File: config.mk
export PLATFORM = sky130hd
export DESIGN_NAME = vdi_cell
export DESIGN_NICKNAME = d
export VERILOG_FILES = /design/src/hw/rtl/vdi_pkg.sv /design/src/hw/rtl/vdi_cell.sv
export SDC_FILE = /design/constraint.sdc
export NUM_CORES = 1
export LEC_CHECK = 0
export BUFFER_PORTS_ARGS = -buffer_cell sky130_fd_sc_hd__buf_2
export CAP_MARGIN = 30
export CORE_MARGIN = 2
export CORE_UTILIZATION = 30
export CTS_BUF_LIST = sky130_fd_sc_hd__clkbuf_8
export DETAILED_ROUTE_END_ITERATION = 8
export GPL_TIMING_DRIVEN = 1
export PLACE_DENSITY = 0.48
export SETUP_SLACK_MARGIN = 0.02
export SYNTH_ARGS = -nofsm -noshare
export SYNTH_HDL_FRONTEND = slang
export SYNTH_SLANG_ARGS = --single-unit
File: constraint.sdc
create_clock -name clk -period 8 [get_ports clk]
set_input_delay 0.4 -clock clk [delete_from_list [all_inputs] [get_ports clk]]
set_output_delay 0.4 -clock clk [all_outputs]
set_load 0.05 [all_outputs]
File: src/hw/rtl/vdi_pkg.sv
// ---------------------------------------------------------------------------
// vdi_pkg
// Shared types and constants of the vertex deduplication indexer.
// ---------------------------------------------------------------------------
package vdi_pkg;

  // number of unique vertex entries, one cell each
  localparam int CAPACITY = 1024;

  // key word width and result field widths
  localparam int WORD_W = 32;
  localparam int VIDX_W = 10;
  localparam int UCNT_W = 11;

  // width of a cell position or a fill count (0 .. CAPACITY)
  localparam int POS_W = $clog2(CAPACITY + 1);

  // one 128-bit vertex key
  typedef struct packed {
    logic [WORD_W-1:0] w3;
    logic [WORD_W-1:0] w2;
    logic [WORD_W-1:0] w1;
    logic [WORD_W-1:0] w0;
  } vdi_key_t;

  // registered report of one cell to its neighbor and to the control
  typedef struct packed {
    logic act;  // search token moves on to the next cell
    logic hit;  // stored entry equals the key
    logic wr;   // key was stored as a new entry
  } vdi_cell_stat_t;

endpackage

File: src/hw/rtl/vdi_cell.sv
// ---------------------------------------------------------------------------
// vdi_cell
// One entry of the vertex table: when the search token arrives, it stores
// the broadcast key if first free, else passes the token on if no match.
// ---------------------------------------------------------------------------
module vdi_cell (
  input  logic                       clk,
  input  logic                       rst,
  input  logic [vdi_pkg::POS_W-1:0]  cell_pos,
  input  logic [vdi_pkg::POS_W-1:0]  fill,
  input  vdi_pkg::vdi_key_t          key,
  input  logic                       act_in,
  output vdi_pkg::vdi_cell_stat_t    stat
);

  vdi_pkg::vdi_key_t entry;
  logic              at_end;
  logic              match;

  // first free cell and bitwise key compare
  assign at_end = (cell_pos == fill);
  assign match  = (entry == key);

  // stored key, written once when the cell is the first free one
  always_ff @(posedge clk) begin
    if (act_in && at_end) begin
      entry <= key;
    end
  end

  // token hand-off and report
  always_ff @(posedge clk) begin
    if (rst) begin
      stat <= '0;
    end else begin
      stat.act <= act_in && !at_end && !match;
      stat.hit <= act_in && !at_end && match;
      stat.wr  <= act_in && at_end;
    end
  end

endmodule

# == After elaboration in Yosys (flattened, before gate mapping) ==
# Cells that the tools add are included.
# totals
out_inout_bits,3
input_bits,153
elab_cells,15
register_bits,131
# op_classes
n_reduce_logical,6
n_eq_ne,2
# op_table
cell,n
$eq 128x128->1,1
$eq 11x11->1,1
$logic_and 1x1->1,4
$logic_not 1->1,2

# == Longest topological paths before layout ==
# depth
ltp_word,4
ltp_mapped,5
ltp_nobuf,5

# == Worst setup path before layout ==
# No wires, ideal clock.
# synth_timing
kind,input-to-reg
start,in fill[9] (netlist bit)
end,"reg entry[0] (netlist bit), enable pin"
n_path_buf,0
stages,4
setup_time_ps,617
setup_slack_ps,1090
t_required_ps,7383
arrival_ps,6293
path_cell_list,xor2_1 -> nor4_1 -> nand3_1 -> nor2_1
# synth_via
elab_chain_cells,2
# synth_rtl
item,line_no,text
from (decl),vdi_cell.sv:10,"input logic [vdi_pkg::POS_W-1:0] fill,"
$eq 11x11->1,vdi_cell.sv:21,assign at_end = (cell_pos == fill);
$logic_and 1x1->1,vdi_cell.sv:26,if (act_in && at_end) begin
to (signal assigned),vdi_cell.sv:27,entry <= key;
to (decl),vdi_cell.sv:16,vdi_pkg::vdi_key_t entry;
# Every way passes these cells.
# A chain may end at the register's enable or synchronous reset.

# == Worst setup path in the final report ==
# Ends and elaborated chain as after synthesis.

==> flow_summary.toml <==
[status]
status = "completed"

[synth]
syn_area_sq_um = 5453
synthFlopType = "edfxtp_1"
avgSynthCellArea_sq_um = 16.88
ys_types = 13
synthTopCellsByArea = "edfxtp_1 (70%), xor2_1 (22%), nor4_1 (3.9%)"
synth_nets = 476
yosysMostFrequentCell = "xor2_1"
synth_edf_count = 128
synthTopCellsByCount = "xor2_1 (139), edfxtp_1 (128), nor4_1 (34)"
ys_seq_area_share_pct = 71.59
synth_cells = 323
synth_warnings = 0
ys_seq_elements = 131
netlist.area_leader.share_pct = 70.49
synth_area_leader_cell = "edfxtp_1"
synthArstFlopShare_pct = 0

[place]
portBuffers = 155
hpwl_mm = 8.023
gp_congestion = 0.7647
placed_area_sq_um = 6538

[clock_network]
htree_levels = 4
cts_sinks = 131
clk_pin_slew_worst_paths_ps = 70
root_buffer = "clkbuf_8"
cts_made_buffers = 17
cts_tree = "done"
cts_hold_buf = 0
insertion_delay_ps = 440
cts_setup_buffers = 0
cts_resized = 0
cts_buffer_depth = 2

[setup_path]
critPathMostFrequentCell = "buf_4"
cp.required_ps = 8090
worstSetupStartpointType = "input pin"
crit_path_max_fanout = 70
crit_buf_inv = 4
worstSetupPathType = "in2reg"
crit_chain = "buf_2 -> xor2_1 -> nor4_1 -> nand3_1 -> nor2_4 -> buf_4 -> buf_4 -> buf_16"
path_delay_family = "buffers and inverters"
timing.rr.end = "stat[1]"
reg2reg_slack_ps = 6160
cpMaxStageDelayCell = "buf_4"
max_stage_delay_ps = 510
crit_arrival_ps = 2590
end_kind = "register"
r2r.worst_path.cells = 5
r2r_start = "entry[10]"

[sta]
slew_viol_final = 0
finalCriticalPeriod_ps = 2503
slew_headroom_pct = 58.85
finalSetupViolCount = 0
fin_setup_tns_ps = 0
hold_viol = 0
fmax_ghz = 0.3996
rsz0062_at_grt = "false"
tightestPinTransition_ps = 617.3
clock-skew-final_ps = 11.10
finalCritPeriodShare_pct = 31.28

[detailed_routing]
drt-total-wl_mm = 10.86
wl_per_cell_um = 14.59
ant_nets = 0
route.detailed.drc = 0
vias_per_cell = 4.312
dr.pass1.iters = 6
vias = 3208
drt_iter0_drc = 122

[floorplanning]
die_x_um = 138.8
die_y_um = 138.8
pin_count = 156
initial_core_util_pct = 30.46
core_area_sq_um = 17900
die-area_sq_um = 19270
rows = 49

[grt]
grt_pass1_wl_mm = 17.17
antenna_found_initial = 2
grt_pass1_vias = 3381
grt_max_degree = 81
overflow = 0
grt.total_usage_pct = 11.68

[finish]
syn_to_final_growth_pct = 27.95
fillCellCount = 1709
nets = 653
multiInputGateArea_sq_um = 1553
final_core_util_pct = 38.97
drive_above_1_share_pct = 36.26
seq_area_sq_um = 3904
final_area_sq_um = 6977

[pwr]
p_leak_nw = 2.651
vdd_drop_max_mv = 0.1104
pwr_density_cell_nw_per_um2 = 204.1

[min_path]
hold_end = "stat[0]"
worstHoldStart = "rst"
hold_depth = 2
hp-class = "in2reg"

[job]
drv_cap = 0
through the flow:
step | std cells | total power (W) | setup WS (ps) | hold slack (ps)
CTS | 741 | 0.001449 | 5209 | 105.0
floorplan | 323 | 0.0007975 | 1090 | 476.8
finish | 744 | 0.001424 | 5497 | 146.7
global placement | 709 | 0.0008520 | 4819 | 584.5
detailed placement | 709 | 0.0008544 | 4732 | 585.3
global route | 744 | 0.001491 | 5272 | 96.77
registers in the layout, summed over array words and instances, names as in the netlist:
signal,cells
entry,128
stat,3
power breakdown:
group / leakage, nW / internal [W] / switching (W)
clock network: 0.209 / 0.000331 / 0.000255
registers: 1.17 / 0.000752 / 0.000000266
logic: 1.27 / 0.0000450 / 0.0000400
how the worst max path moves through the flow:
stage                        from   endpoint  slack [ps]  depth (start not counted)
after floorplan           fill[9]   entry[0]        1090                          4
after global placement    fill[9]  entry[97]        4820                          7
after detailed placement  fill[9]  entry[45]        4730                          7
after CTS                 fill[9]  entry[23]        5210                          7
after global routing      fill[9]  entry[23]        5270                          8
final                     fill[9]   entry[0]        5500                          8
layout make-up:
class | count | share of cell area, %
antenna | 2 | 0.07174
clock buffer | 17 | 3.354
clock inverter | 15 | 2.475
inverter | 1 | 0.05380
multi-input combinational | 191 | 22.26
sequential | 131 | 55.95
tap | 229 | 4.107
timing repair buffer | 158 | 11.73
layer usage:
| metal | GRT usage, % | vias up | share of wire (%) |
|---|---|---|---|
| li1 | - | 1568 | - |
| met1 | 13.96 | 1541 | 43 |
| met2 | 18.23 | 86 | 49 |
| met3 | 4.696 | 13 | 6.0 |
| met4 | 6.061 | 0 | 2.4 |
| met5 | 0 | - | 0 |
placed cells by master (no fill, tap or decap):
master,Yosys,final
a21oi_1,1,1
and4_1,1,1
buf_16,0,1
buf_2,0,155
buf_4,0,2
bufinv_16,0,4
clkbuf_8,0,17
clkinv_1,0,5
clkinv_2,0,2
clkinv_4,0,1
clkinvlp_4,0,1
dfxtp_1,3,3
diode_2,0,2
edfxtp_1,128,128
inv_1,1,3
nand2_1,1,1
nand3_1,1,1
nand4_1,8,8
nor2_1,2,1
nor2_4,0,1
nor3_1,2,2
nor4_1,34,34
nor4_2,2,2
xor2_1,139,139
kinds of logic after synthesis:
group	count (synthesis)	synth area share, %
xor gates and xnor gates	139	22.33
AOI/OAI and AO/OA	1	0.09170
and+or+nand+nor	51	5.920
DFF	131	71.59
buffers and inverters	1	0.06877
worst reg2reg max path: stages (launching register included):
cell and delay [ps]:
edfxtp_1 390, xor2_1 150, nor4_1 360, nand4_1 230, nor4_2 400, and4_1 240
Power figures use the tool's default switching activity.
